**config.mk**
```make
export PLATFORM = sky130hd
export DESIGN_NAME = nclru_ctrl
export DESIGN_NICKNAME = d
export VERILOG_FILES = /design/src/rtl/core/nclru_pkg.sv /design/src/rtl/core/nclru_ctrl.sv
export SDC_FILE = /design/constraint.sdc
export NUM_CORES = 2
export LEC_CHECK = 0
export BUFFER_PORTS_ARGS = -buffer_cell sky130_fd_sc_hd__buf_2
export CAP_MARGIN = 10
export CORE_AREA = 2 2 420 422
export CTS_CLUSTER_DIAMETER = 50
export DETAILED_ROUTE_END_ITERATION = 7
export DIE_AREA = 0 0 422 424
export PLACE_DENSITY_LB_ADDON = 0.25
export SYNTH_ARGS = -nofsm -noshare
export SYNTH_HDL_FRONTEND = slang
export SYNTH_SLANG_ARGS = --single-unit
```
**constraint.sdc**
```tcl
create_clock -name clk -period 11.1 [get_ports clk]
set_clock_uncertainty 0.05 [all_clocks]
set_input_delay 0.555 -clock clk [delete_from_list [all_inputs] [get_ports clk]]
set_output_delay 0.555 -clock clk [all_outputs]
set_load 0.05 [all_outputs]
```
**src/rtl/core/nclru_pkg.sv**
```systemverilog
// Shared types and constants for the name cache LRU table.
`timescale 1ns / 1ps
package nclru_pkg;

  localparam int ENTRIES    = 64;
  localparam int NAME_BYTES = 8;
  localparam int IDX_W      = $clog2(ENTRIES);
  localparam int CNT_W      = $clog2(ENTRIES + 1);
  localparam int IN_W       = 200;
  localparam int OUT_W      = 336;

  typedef enum logic [2:0] {
    OP_LOOKUP = 3'd0,
    OP_INSERT = 3'd1,
    OP_REMOVE = 3'd2,
    OP_INVAL  = 3'd3,
    OP_EVICT  = 3'd4,
    OP_CLEAR  = 3'd5
  } op_t;

  typedef enum logic [1:0] {
    ST_FAIL    = 2'd0,
    ST_DONE    = 2'd1,
    ST_NEG_HIT = 2'd2,
    ST_POS_HIT = 2'd3
  } status_t;

  typedef enum logic [1:0] {
    S_IDLE,
    S_SCAN,
    S_FIN,
    S_RESULT
  } state_t;

  typedef enum logic {
    CFG_ENABLE = 1'b0,
    CFG_NEG_OK = 1'b1
  } cfg_idx_t;

  // stamp orders entries by last use: smallest stamp is least recent
  typedef struct packed {
    logic [63:0] parent;
    logic [63:0] name;
    logic [3:0]  len;
    logic [63:0] inode;
    logic [63:0] stamp;
  } slot_rec_t;

  typedef struct packed {
    logic [2:0]  op;
    logic [63:0] parent;
    logic [63:0] name;
    logic [3:0]  len;
    logic [63:0] inode;
  } request_t;

  typedef struct packed {
    logic [1:0]  status;
    logic [63:0] found;
    logic [6:0]  removed;
    logic [6:0]  entries;
    logic [63:0] hits;
    logic [63:0] misses;
    logic [63:0] neg_hits;
    logic [63:0] evictions;
  } result_t;

endpackage

```
**src/rtl/core/nclru_ctrl.sv**
```systemverilog
// Sequencer: scans the slot store, tracks valid bits, counters and LRU.
`timescale 1ns / 1ps
module nclru_ctrl (
  input  logic                         clk,
  input  logic                         rst_n,
  input  logic                         req_valid,
  output logic                         req_ready,
  input  nclru_pkg::request_t          req,
  input  logic                         cfg_we,
  input  logic [0:0]                   cfg_index,
  input  logic [0:0]                   cfg_data,
  output logic                         mem_rd_en,
  output logic [nclru_pkg::IDX_W-1:0]  mem_rd_addr,
  input  nclru_pkg::slot_rec_t         mem_rd_data,
  output logic                         mem_wr_en,
  output logic [nclru_pkg::IDX_W-1:0]  mem_wr_addr,
  output nclru_pkg::slot_rec_t         mem_wr_data,
  output logic                         res_valid,
  input  logic                         res_ready,
  output nclru_pkg::result_t           res_r
);
  import nclru_pkg::*;

  localparam logic [IDX_W-1:0] IDX_LAST = IDX_W'(ENTRIES - 1);
  localparam logic [CNT_W-1:0] CNT_FULL = CNT_W'(ENTRIES);

  state_t state_r, state_nxt;

  logic             enable_r, neg_ok_r;
  request_t         req_r;
  logic             len_ok_r;
  logic [ENTRIES-1:0] valid_r;
  logic [CNT_W-1:0] count_r;
  logic [63:0]      hits_r, misses_r, negs_r, evicts_r, stamp_r;

  logic [CNT_W-1:0] issue_cnt_r;
  logic             rd_vld_r;
  logic [IDX_W-1:0] rd_idx_r;

  logic             hit_r, free_r, min_r;
  logic [IDX_W-1:0] hit_idx_r, free_idx_r, min_idx_r;
  slot_rec_t        hit_rec_r;
  logic [63:0]      min_stamp_r;
  logic [CNT_W-1:0] removed_r;

  // incoming request decode
  logic [63:0] in_name;
  logic        in_len_ok, in_scan, accept;

  always_comb begin
    in_len_ok = (req.len != 4'd0) && (req.len <= 4'(NAME_BYTES));
    for (int b = 0; b < 8; b++) begin
      in_name[b*8 +: 8] = (in_len_ok && b < NAME_BYTES && 4'(b) < req.len) ?
                          req.name[b*8 +: 8] : 8'd0;
    end
    unique case (req.op)
      OP_LOOKUP: in_scan = in_len_ok && enable_r;
      OP_INSERT: in_scan = in_len_ok && enable_r && !((req.inode == 64'd0) && !neg_ok_r);
      OP_REMOVE: in_scan = in_len_ok;
      OP_INVAL:  in_scan = 1'b1;
      OP_EVICT:  in_scan = (count_r != '0);
      default:   in_scan = 1'b0;
    endcase
  end

  assign accept = req_valid && req_ready;

  always_comb begin
    state_nxt = state_r;
    unique case (state_r)
      S_IDLE:   if (req_valid) state_nxt = in_scan ? S_SCAN : S_FIN;
      S_SCAN:   if (rd_vld_r && rd_idx_r == IDX_LAST) state_nxt = S_FIN;
      S_FIN:    state_nxt = S_RESULT;
      S_RESULT: if (res_ready) state_nxt = S_IDLE;
      default:  state_nxt = S_IDLE;
    endcase
  end

  always_comb begin
    req_ready   = (state_r == S_IDLE);
    mem_rd_en   = (state_r == S_SCAN) && (issue_cnt_r < CNT_FULL);
    mem_rd_addr = issue_cnt_r[IDX_W-1:0];
    res_valid   = (state_r == S_RESULT);
  end

  // scan compare on the slot that came back from the store
  logic rd_live, rd_key_hit, rd_parent_hit;
  assign rd_live       = (state_r == S_SCAN) && rd_vld_r;
  assign rd_parent_hit = valid_r[rd_idx_r] && (mem_rd_data.parent == req_r.parent);
  assign rd_key_hit    = rd_parent_hit && (mem_rd_data.len == req_r.len) &&
                         (mem_rd_data.name == req_r.name);

  // finish step
  logic             fin_wr;
  logic [IDX_W-1:0] fin_addr;
  slot_rec_t        fin_rec;
  logic             fin_vset, fin_vclr, fin_all_clr;
  logic [IDX_W-1:0] fin_vidx;
  logic [CNT_W-1:0] fin_count;
  logic [63:0]      fin_hits, fin_misses, fin_negs, fin_evicts;
  logic [1:0]       fin_status;
  logic [63:0]      fin_found;
  logic             ins_ok;

  always_comb begin
    fin_wr      = 1'b0;
    fin_addr    = hit_idx_r;
    fin_rec     = hit_rec_r;
    fin_rec.stamp = stamp_r;
    fin_vset    = 1'b0;
    fin_vclr    = 1'b0;
    fin_all_clr = 1'b0;
    fin_vidx    = hit_idx_r;
    fin_count   = count_r;
    fin_hits    = hits_r;
    fin_misses  = misses_r;
    fin_negs    = negs_r;
    fin_evicts  = evicts_r;
    fin_status  = ST_FAIL;
    fin_found   = 64'd0;
    ins_ok      = len_ok_r && enable_r && !((req_r.inode == 64'd0) && !neg_ok_r);
    unique case (req_r.op)
      OP_LOOKUP: begin
        if (hit_r) begin
          fin_wr   = 1'b1;
          fin_hits = hits_r + 64'd1;
          if (hit_rec_r.inode == 64'd0) begin
            fin_negs   = negs_r + 64'd1;
            fin_status = ST_NEG_HIT;
          end else begin
            fin_found  = hit_rec_r.inode;
            fin_status = ST_POS_HIT;
          end
        end else begin
          fin_misses = misses_r + 64'd1;
        end
      end
      OP_INSERT: begin
        if (ins_ok) begin
          fin_wr     = 1'b1;
          fin_status = ST_DONE;
          if (hit_r) begin
            fin_rec.inode = req_r.inode;
          end else begin
            fin_rec = '{parent: req_r.parent, name: req_r.name, len: req_r.len,
                        inode: req_r.inode, stamp: stamp_r};
            fin_vset = 1'b1;
            if (count_r == CNT_FULL) begin
              // replace the least recent slot
              fin_addr   = min_idx_r;
              fin_evicts = evicts_r + 64'd1;
            end else begin
              fin_addr  = free_idx_r;
              fin_count = count_r + 1'b1;
            end
            fin_vidx = fin_addr;
          end
        end
      end
      OP_REMOVE: begin
        if (hit_r) begin
          fin_vclr   = 1'b1;
          fin_count  = count_r - 1'b1;
          fin_status = ST_DONE;
        end
      end
      OP_INVAL: fin_status = ST_DONE;
      OP_EVICT: begin
        if (min_r) begin
          fin_vclr   = 1'b1;
          fin_vidx   = min_idx_r;
          fin_count  = count_r - 1'b1;
          fin_evicts = evicts_r + 64'd1;
          fin_status = ST_DONE;
        end
      end
      OP_CLEAR: begin
        fin_all_clr = 1'b1;
        fin_count   = '0;
        fin_status  = ST_DONE;
      end
      default: fin_status = ST_FAIL;
    endcase
  end

  assign mem_wr_en   = (state_r == S_FIN) && fin_wr;
  assign mem_wr_addr = fin_addr;
  assign mem_wr_data = fin_rec;

  always_ff @(posedge clk) begin
    if (!rst_n) begin
      state_r     <= S_IDLE;
      enable_r    <= 1'b1;
      neg_ok_r    <= 1'b1;
      valid_r     <= '0;
      count_r     <= '0;
      hits_r      <= '0;
      misses_r    <= '0;
      negs_r      <= '0;
      evicts_r    <= '0;
      stamp_r     <= '0;
      issue_cnt_r <= '0;
      rd_vld_r    <= 1'b0;
      hit_r       <= 1'b0;
      free_r      <= 1'b0;
      min_r       <= 1'b0;
      removed_r   <= '0;
    end else begin
      state_r <= state_nxt;
      if (cfg_we) begin
        unique case (cfg_idx_t'(cfg_index))
          CFG_ENABLE: enable_r <= cfg_data[0];
          CFG_NEG_OK: neg_ok_r <= cfg_data[0];
          default:    enable_r <= enable_r;
        endcase
      end
      if (accept) begin
        issue_cnt_r <= '0;
        rd_vld_r    <= 1'b0;
        hit_r       <= 1'b0;
        free_r      <= 1'b0;
        min_r       <= 1'b0;
        removed_r   <= '0;
      end
      if (state_r == S_SCAN) begin
        rd_vld_r <= mem_rd_en;
        if (mem_rd_en) issue_cnt_r <= issue_cnt_r + 1'b1;
      end
      if (rd_live) begin
        if (rd_key_hit && !hit_r) begin
          hit_r     <= 1'b1;
          hit_idx_r <= rd_idx_r;
          hit_rec_r <= mem_rd_data;
        end
        if (!valid_r[rd_idx_r] && !free_r) begin
          free_r     <= 1'b1;
          free_idx_r <= rd_idx_r;
        end
        if (valid_r[rd_idx_r] && (!min_r || mem_rd_data.stamp < min_stamp_r)) begin
          min_r       <= 1'b1;
          min_idx_r   <= rd_idx_r;
          min_stamp_r <= mem_rd_data.stamp;
        end
        // drop every entry of the parent as it streams by
        if (req_r.op == OP_INVAL && rd_parent_hit) begin
          valid_r[rd_idx_r] <= 1'b0;
          count_r           <= count_r - 1'b1;
          removed_r         <= removed_r + 1'b1;
        end
      end
      if (state_r == S_FIN) begin
        count_r  <= fin_count;
        hits_r   <= fin_hits;
        misses_r <= fin_misses;
        negs_r   <= fin_negs;
        evicts_r <= fin_evicts;
        if (fin_wr) stamp_r <= stamp_r + 64'd1;
        if (fin_all_clr) begin
          valid_r <= '0;
        end else if (fin_vset) begin
          valid_r[fin_vidx] <= 1'b1;
        end else if (fin_vclr) begin
          valid_r[fin_vidx] <= 1'b0;
        end
      end
    end
  end

  always_ff @(posedge clk) begin
    if (accept) begin
      req_r      <= req;
      req_r.name <= in_name;
      len_ok_r   <= in_len_ok;
    end
    if (state_r == S_SCAN) begin
      rd_idx_r <= issue_cnt_r[IDX_W-1:0];
    end
    if (state_r == S_FIN) begin
      res_r.status    <= fin_status;
      res_r.found     <= fin_found;
      res_r.removed   <= (req_r.op == OP_INVAL) ? 7'(removed_r) : 7'd0;
      res_r.entries   <= 7'(fin_count);
      res_r.hits      <= fin_hits;
      res_r.misses    <= fin_misses;
      res_r.neg_hits  <= fin_negs;
      res_r.evictions <= fin_evicts;
    end
  end

endmodule

```
# Word level (Yosys, flattened, before mapping)
# Cells that the tools add are included.
word_totals:
  register_bits: 1233
  latch_bits: 0
  ramBits: 0
  mem_bits_ro: 0
  input_bits: 466
  out_inout_bits: 612
  wordCells: 237
  memories: 0
classes:
  n_addsub: 9
  multipliers: 0
  div_mod_pow: 0
  magnitude_cmp: 15
  n_eq_ne: 20
  shift: 0
  muxes: 81
  bitwise: 8
  reduce_logical: 58
op_table:
  columns: ["cell", "count"]
  rows:
  - ["$mux 64", 18]
  - ["$mux 260", 2]
  - ["$add 64x1->64 const B", 5]
  - ["$logic_not 64->1", 3]
  - ["$mux 132", 1]
  - ["$and 64x64->64", 2]
  - ["$eq 64x64->1", 2]
  - ["$not 64->64", 2]
  - ["$pmux 64 s2", 1]
  - ["$mux 7", 14]
  - ["$lt 64x64->1", 1]
  - ["$or 64x64->64", 1]
  - ["$mux 6", 5]
  - ["$logic_and 1x1->1", 29]
  - ["$pmux 7 s4", 1]
  - ["$mux 1", 25]
  - ["$add 7x1->7 const B", 3]
  - ["$lt 3x4->1 const A", 4]
  - ["$lt 6x7->1 const B", 2]
  - ["$demux 1 s6", 2]
  - ["$eq 3x2->1 const B", 4]
  - ["$ge 6x1->1 const B", 2]
  - ["$pmux 6 s2", 1]
  - ["$reduce_and 3->1", 4]
  - ["31 further kinds", 57]

# Depth between registers and ports, before layout
logic_depth:
  depth_word: 16
  ltp_mapped: 13
  ltp_nobuf: 10

# Least setup slack after synthesis
# Ideal clock, no wire load.
synth_timing:
  path_kind: "register to output"
  start: "register state_r[0]"
  end: "output mem_wr_en"
  arrival_ns: 9.703
  path_slack_ns: 0.792
  path_stages_with_launch: 8
  path_buffers: 3
  path_cell_list: "dfxtp_1 inv_1 ha_1 clkbuf_1 inv_1 clkbuf_1 a21oi_1 clkbuf_1"
synth_between:
  elab_chain_cells: 2
synth_rtl:
  columns: ["element", "line", "text"]
  rows:
  - ["from (decl)", "nclru_ctrl.sv:27", "state_t state_r, state_nxt;"]
  - ["from (signal assigned)", "nclru_ctrl.sv:209", "state_r <= state_nxt;"]
  - ["$eq 2x2->1", "nclru_ctrl.sv:186", "assign mem_wr_en = (state_r == S_FIN) && fin_wr;"]
  - ["$logic_and 1x1->1", "nclru_ctrl.sv:186", null]
  - ["to (decl)", "nclru_ctrl.sv:15", "output logic mem_wr_en,"]
# Every way passes these cells.

==> flow_metrics.py <==
metrics = {
    "run_status": {
        "status": "finished, final reports clean",
    },
    "timing": {
        "hold_viol_final": 0,
        "fin_setup_tns_ps": 0,
        "min_period_ps": 5630,
        "slew_violations": 0,
        "rsz0062_at_grt": "false",
        "max_freq_mhz": 178,
        "finalSetupViolCount": 0,
        "fin_crit_sh": 0.507,
        "tightestPinTransition_ps": 1210,
        "relSlewSlack": 0.186,
    },
    "detailed_routing": {
        "avgViaCountPerCell": 5.05,
        "antenna_left": 0,
        "wire_per_inst_microns": 22.7,
        "drtPass1Iterations": 5,
        "drc_errors": 0,
        "drtIter0Drc": 3723,
        "vias": 45729,
        "totalWireLength_microns": 205000,
    },
    "clocking": {
        "htreeDepth": 4,
        "clk_latency_ps": 820,
        "cts_tree": "done",
        "clk_pin_slew_worst_paths_ps": 60,
        "clock_path_buffers": 3,
        "post_cts_buffers": 0,
        "cts_sinks": 1233,
        "clock-root-buffer": "clkbuf_16",
        "cts_buffers": 161,
    },
    "power": {
        "leakagePower_nw": 28.8,
        "seqPwrFrac": 0.405,
        "power.density_mw_per_mm2": 198,
        "ir_drop_mv": 0.167,
        "p_sw_frac": 0.354,
        "power.internal_mw": 9.42,
        "power.share.clock": 0.361,
        "switching_power_mw": 5.17,
        "p_comb_frac": 0.234,
    },
    "yosys": {
        "yosys_warnings": 0,
        "syn_area_sq_mm": 0.0561,
        "synth_edf_count": 820,
        "synth_seq_area_share": 0.586,
        "synth-main-ff-cell": "edfxtp_1",
        "synthesis.nets": 5638,
        "async_flop_share": 0,
        "ys_ff_latch": 1233,
        "synth_cell_types": 87,
        "synth_cells": 5096,
        "post_synth.cell_area_avg_sq_um": 11.0,
    },
    "finish": {
        "area_growth_pct": 31.6,
        "drive_gt1_frac": 0.227,
        "fin_util": 0.422,
        "fin_nets": 7111,
    },
    "floorplan": {
        "die_h_microns": 424,
        "placementRows": 154,
        "core_sq_mm": 0.175,
        "start_util": 0.321,
        "num_io_pins": 1078,
        "die_area_sq_mm": 0.179,
        "die_x_microns": 422,
    },
    "setup_path": {
        "cp-startpoint": "req_r[0]$_DFFE_PP_",
        "crit_required_ps": 10500,
        "critPathLaunchType": "register",
        "crit_type": "register to output port",
        "critPathMaxFanout": 86,
        "worstSetupEndpointType": "output port",
        "worstPathArrival_ps": 5020,
        "r2r_setup_slack_ps": 6220,
        "regToRegStartpoint": "hit_rec_r[103]$_DFFE_PP_",
    },
    "grt": {
        "grt_max_degree": 193,
        "grt_overflow": 0,
        "grt_use_total": 0.222,
        "grt_pass1_vias": 44959,
        "grt_pass1_wl_microns": 298000,
        "antenna_found_initial": 20,
    },
    "run": {
        "maxCapViolations": 0,
    },
    "placed_design": {
        "post-dp-hpwl_microns": 150000,
        "portBuffers": 1077,
        "place_congestion": 0.945,
    },
    "hold_path": {
        "hp-start": "req[196]",
        "hold_class": "input port to register",
    },
}
layout make-up:
type                       instances  area (sq um)
clock inverter                    95          1040
antenna                           12          30.0
inverter                         150           579
timing repair buffer            1572         10300
fill                           16789        101000
multi-input combinational       3451         21700
tap                             2340          2930
sequential                      1233         32900
clock buffer                     207          4380
repair_timing:
| action | in CTS | in global routing |
|---|---|---|
| hold buffers | 451 | 0 |
| hold endpoints to repair | 448 | 0 |
| gates resized for setup | 0 | 0 |
| endpoints found under the setup margin | 0 | 0 |
per-layer routing:
layer  GRT usage  vias to the layer above  part of all wire
met5           0                        -          0.000073
met4       0.129                        2             0.063
met3      0.0464                      450             0.068
met2       0.362                     1924              0.47
met1       0.271                    22101              0.40
li1            -                    21252                 -
metrics by stage:
stage          power, mW  cells  hold slack, ps  worst slack (ps)  cell area [sq um]
2_1_floorplan       8.27   5096             392               792              56100
3_3_place_gp        9.29   8295             409              6120              63900
3_5_place_dp        9.30   8295             410              6100              63900
4_1_cts             14.7   9048            6.66              5470              73800
5_1_grt             15.1   9060            35.3              5220              73800
6_report            14.6   9060            77.5              5470              73800
final timing paths:
path,cells past startpoint,endpoint
worst max-delay path,9,mem_wr_data[244]
worst min-delay path,1,req_r[196]$_DFFE_PP_
worst max register to register,8,res_r[95]$_DFFE_PP_
worst min register to register,2,valid_r[46]$_SDFF_PN0_
layout by cell type (no fill, tap or decap), types with 143 or more instances in the layout:
cell           netlist  routed
nand2_1            687     686
xnor2_1            314     314
dlygate4sd3_1        0     451
nor2_1             422     421
and3_1             144     143
buf_2               19    1076
dfxtp_1            413     413
nand4_1            168     168
nand3_1            229     229
edfxtp_1           820     820
inv_1              148     146
xor2_1             322     322
clkbuf_16            0     164
power by group through the flow:
| stage | clock [mW] | sequential (mW) | combinational, mW |
|---|---|---|---|
| 2_1_floorplan | 0 | 7.18 | 1.09 |
| 4_1_cts | 5.39 | 5.90 | 3.44 |
| 3_3_place_gp | 0 | 5.99 | 3.30 |
| 6_report | 5.27 | 5.91 | 3.41 |
| 3_5_place_dp | 0 | 5.99 | 3.31 |
| 5_1_grt | 5.57 | 5.95 | 3.55 |
flip-flops by register name (all words and copies together) (netlist names), 7 cells and up:
name         flops
count_r          7
evicts_r        64
hit_rec_r      196
hits_r          64
issue_cnt_r      7
min_stamp_r     64
misses_r        64
negs_r          64
removed_r        7
req_r          199
res_r          336
stamp_r         64
valid_r         64
cells in the mapped netlist (7+ instances only):
| cell type | number | share of area |
|---|---|---|
| buf_4 | 9 | 0.0012 |
| inv_1 | 148 | 0.0099 |
| a32oi_1 | 9 | 0.0014 |
| xor2_1 | 322 | 0.050 |
| mux2_2 | 74 | 0.015 |
| mux2i_1 | 17 | 0.0030 |
| nand3_1 | 229 | 0.020 |
| nand4_1 | 168 | 0.019 |
| mux4_2 | 7 | 0.0028 |
| ha_1 | 76 | 0.017 |
| a21o_1 | 27 | 0.0036 |
| or2_2 | 12 | 0.0013 |
| o211ai_1 | 32 | 0.0043 |
| o22ai_1 | 63 | 0.0070 |
| edfxtp_1 | 820 | 0.44 |
| a41oi_1 | 9 | 0.0014 |
| clkbuf_1 | 215 | 0.014 |
| a21oi_1 | 89 | 0.0079 |
| o2bb2ai_1 | 7 | 0.0011 |
| o21ai_0 | 77 | 0.0069 |
| nor2b_1 | 34 | 0.0038 |
| nand2_1 | 687 | 0.046 |
| nand2b_1 | 25 | 0.0028 |
| o31ai_1 | 11 | 0.0015 |
| and2_1 | 106 | 0.012 |
| a211oi_1 | 8 | 0.0011 |
| nor4_1 | 90 | 0.010 |
| buf_2 | 19 | 0.0017 |
| xnor2_1 | 314 | 0.049 |
| buf_1 | 19 | 0.0013 |
| nor3_1 | 105 | 0.0094 |
| a31oi_1 | 17 | 0.0019 |
| o311ai_0 | 45 | 0.0070 |
| and3_1 | 144 | 0.016 |
| or4_1 | 11 | 0.0015 |
| dfxtp_1 | 413 | 0.15 |
| a221oi_1 | 9 | 0.0014 |
| and4_1 | 43 | 0.0067 |
| or3_1 | 50 | 0.0056 |
| nor2_1 | 422 | 0.028 |
worst max-delay path, stage by stage, from the launching register on:
cell and delay [ps]:
edfxtp_1 400, nor4_1 490, nand4_1 280, or3_1 520, o21ai_4 170, buf_4 750, buf_4 810, nand2_1 150
nand2_1 140, buf_2 280
kinds of logic after synthesis:
logic type | Yosys count | synth area share
AO/OA/AOI/OAI | 476 | 0.0583
XOR/XNOR | 636 | 0.0993
adder cells (fa/ha/maj) | 76 | 0.0170
buffers and inverters | 412 | 0.0286
flip-flops | 1233 | 0.586
multiplexers | 98 | 0.0207
AND/OR/NAND/NOR | 2165 | 0.190
(Power assumes the default switching activity.)
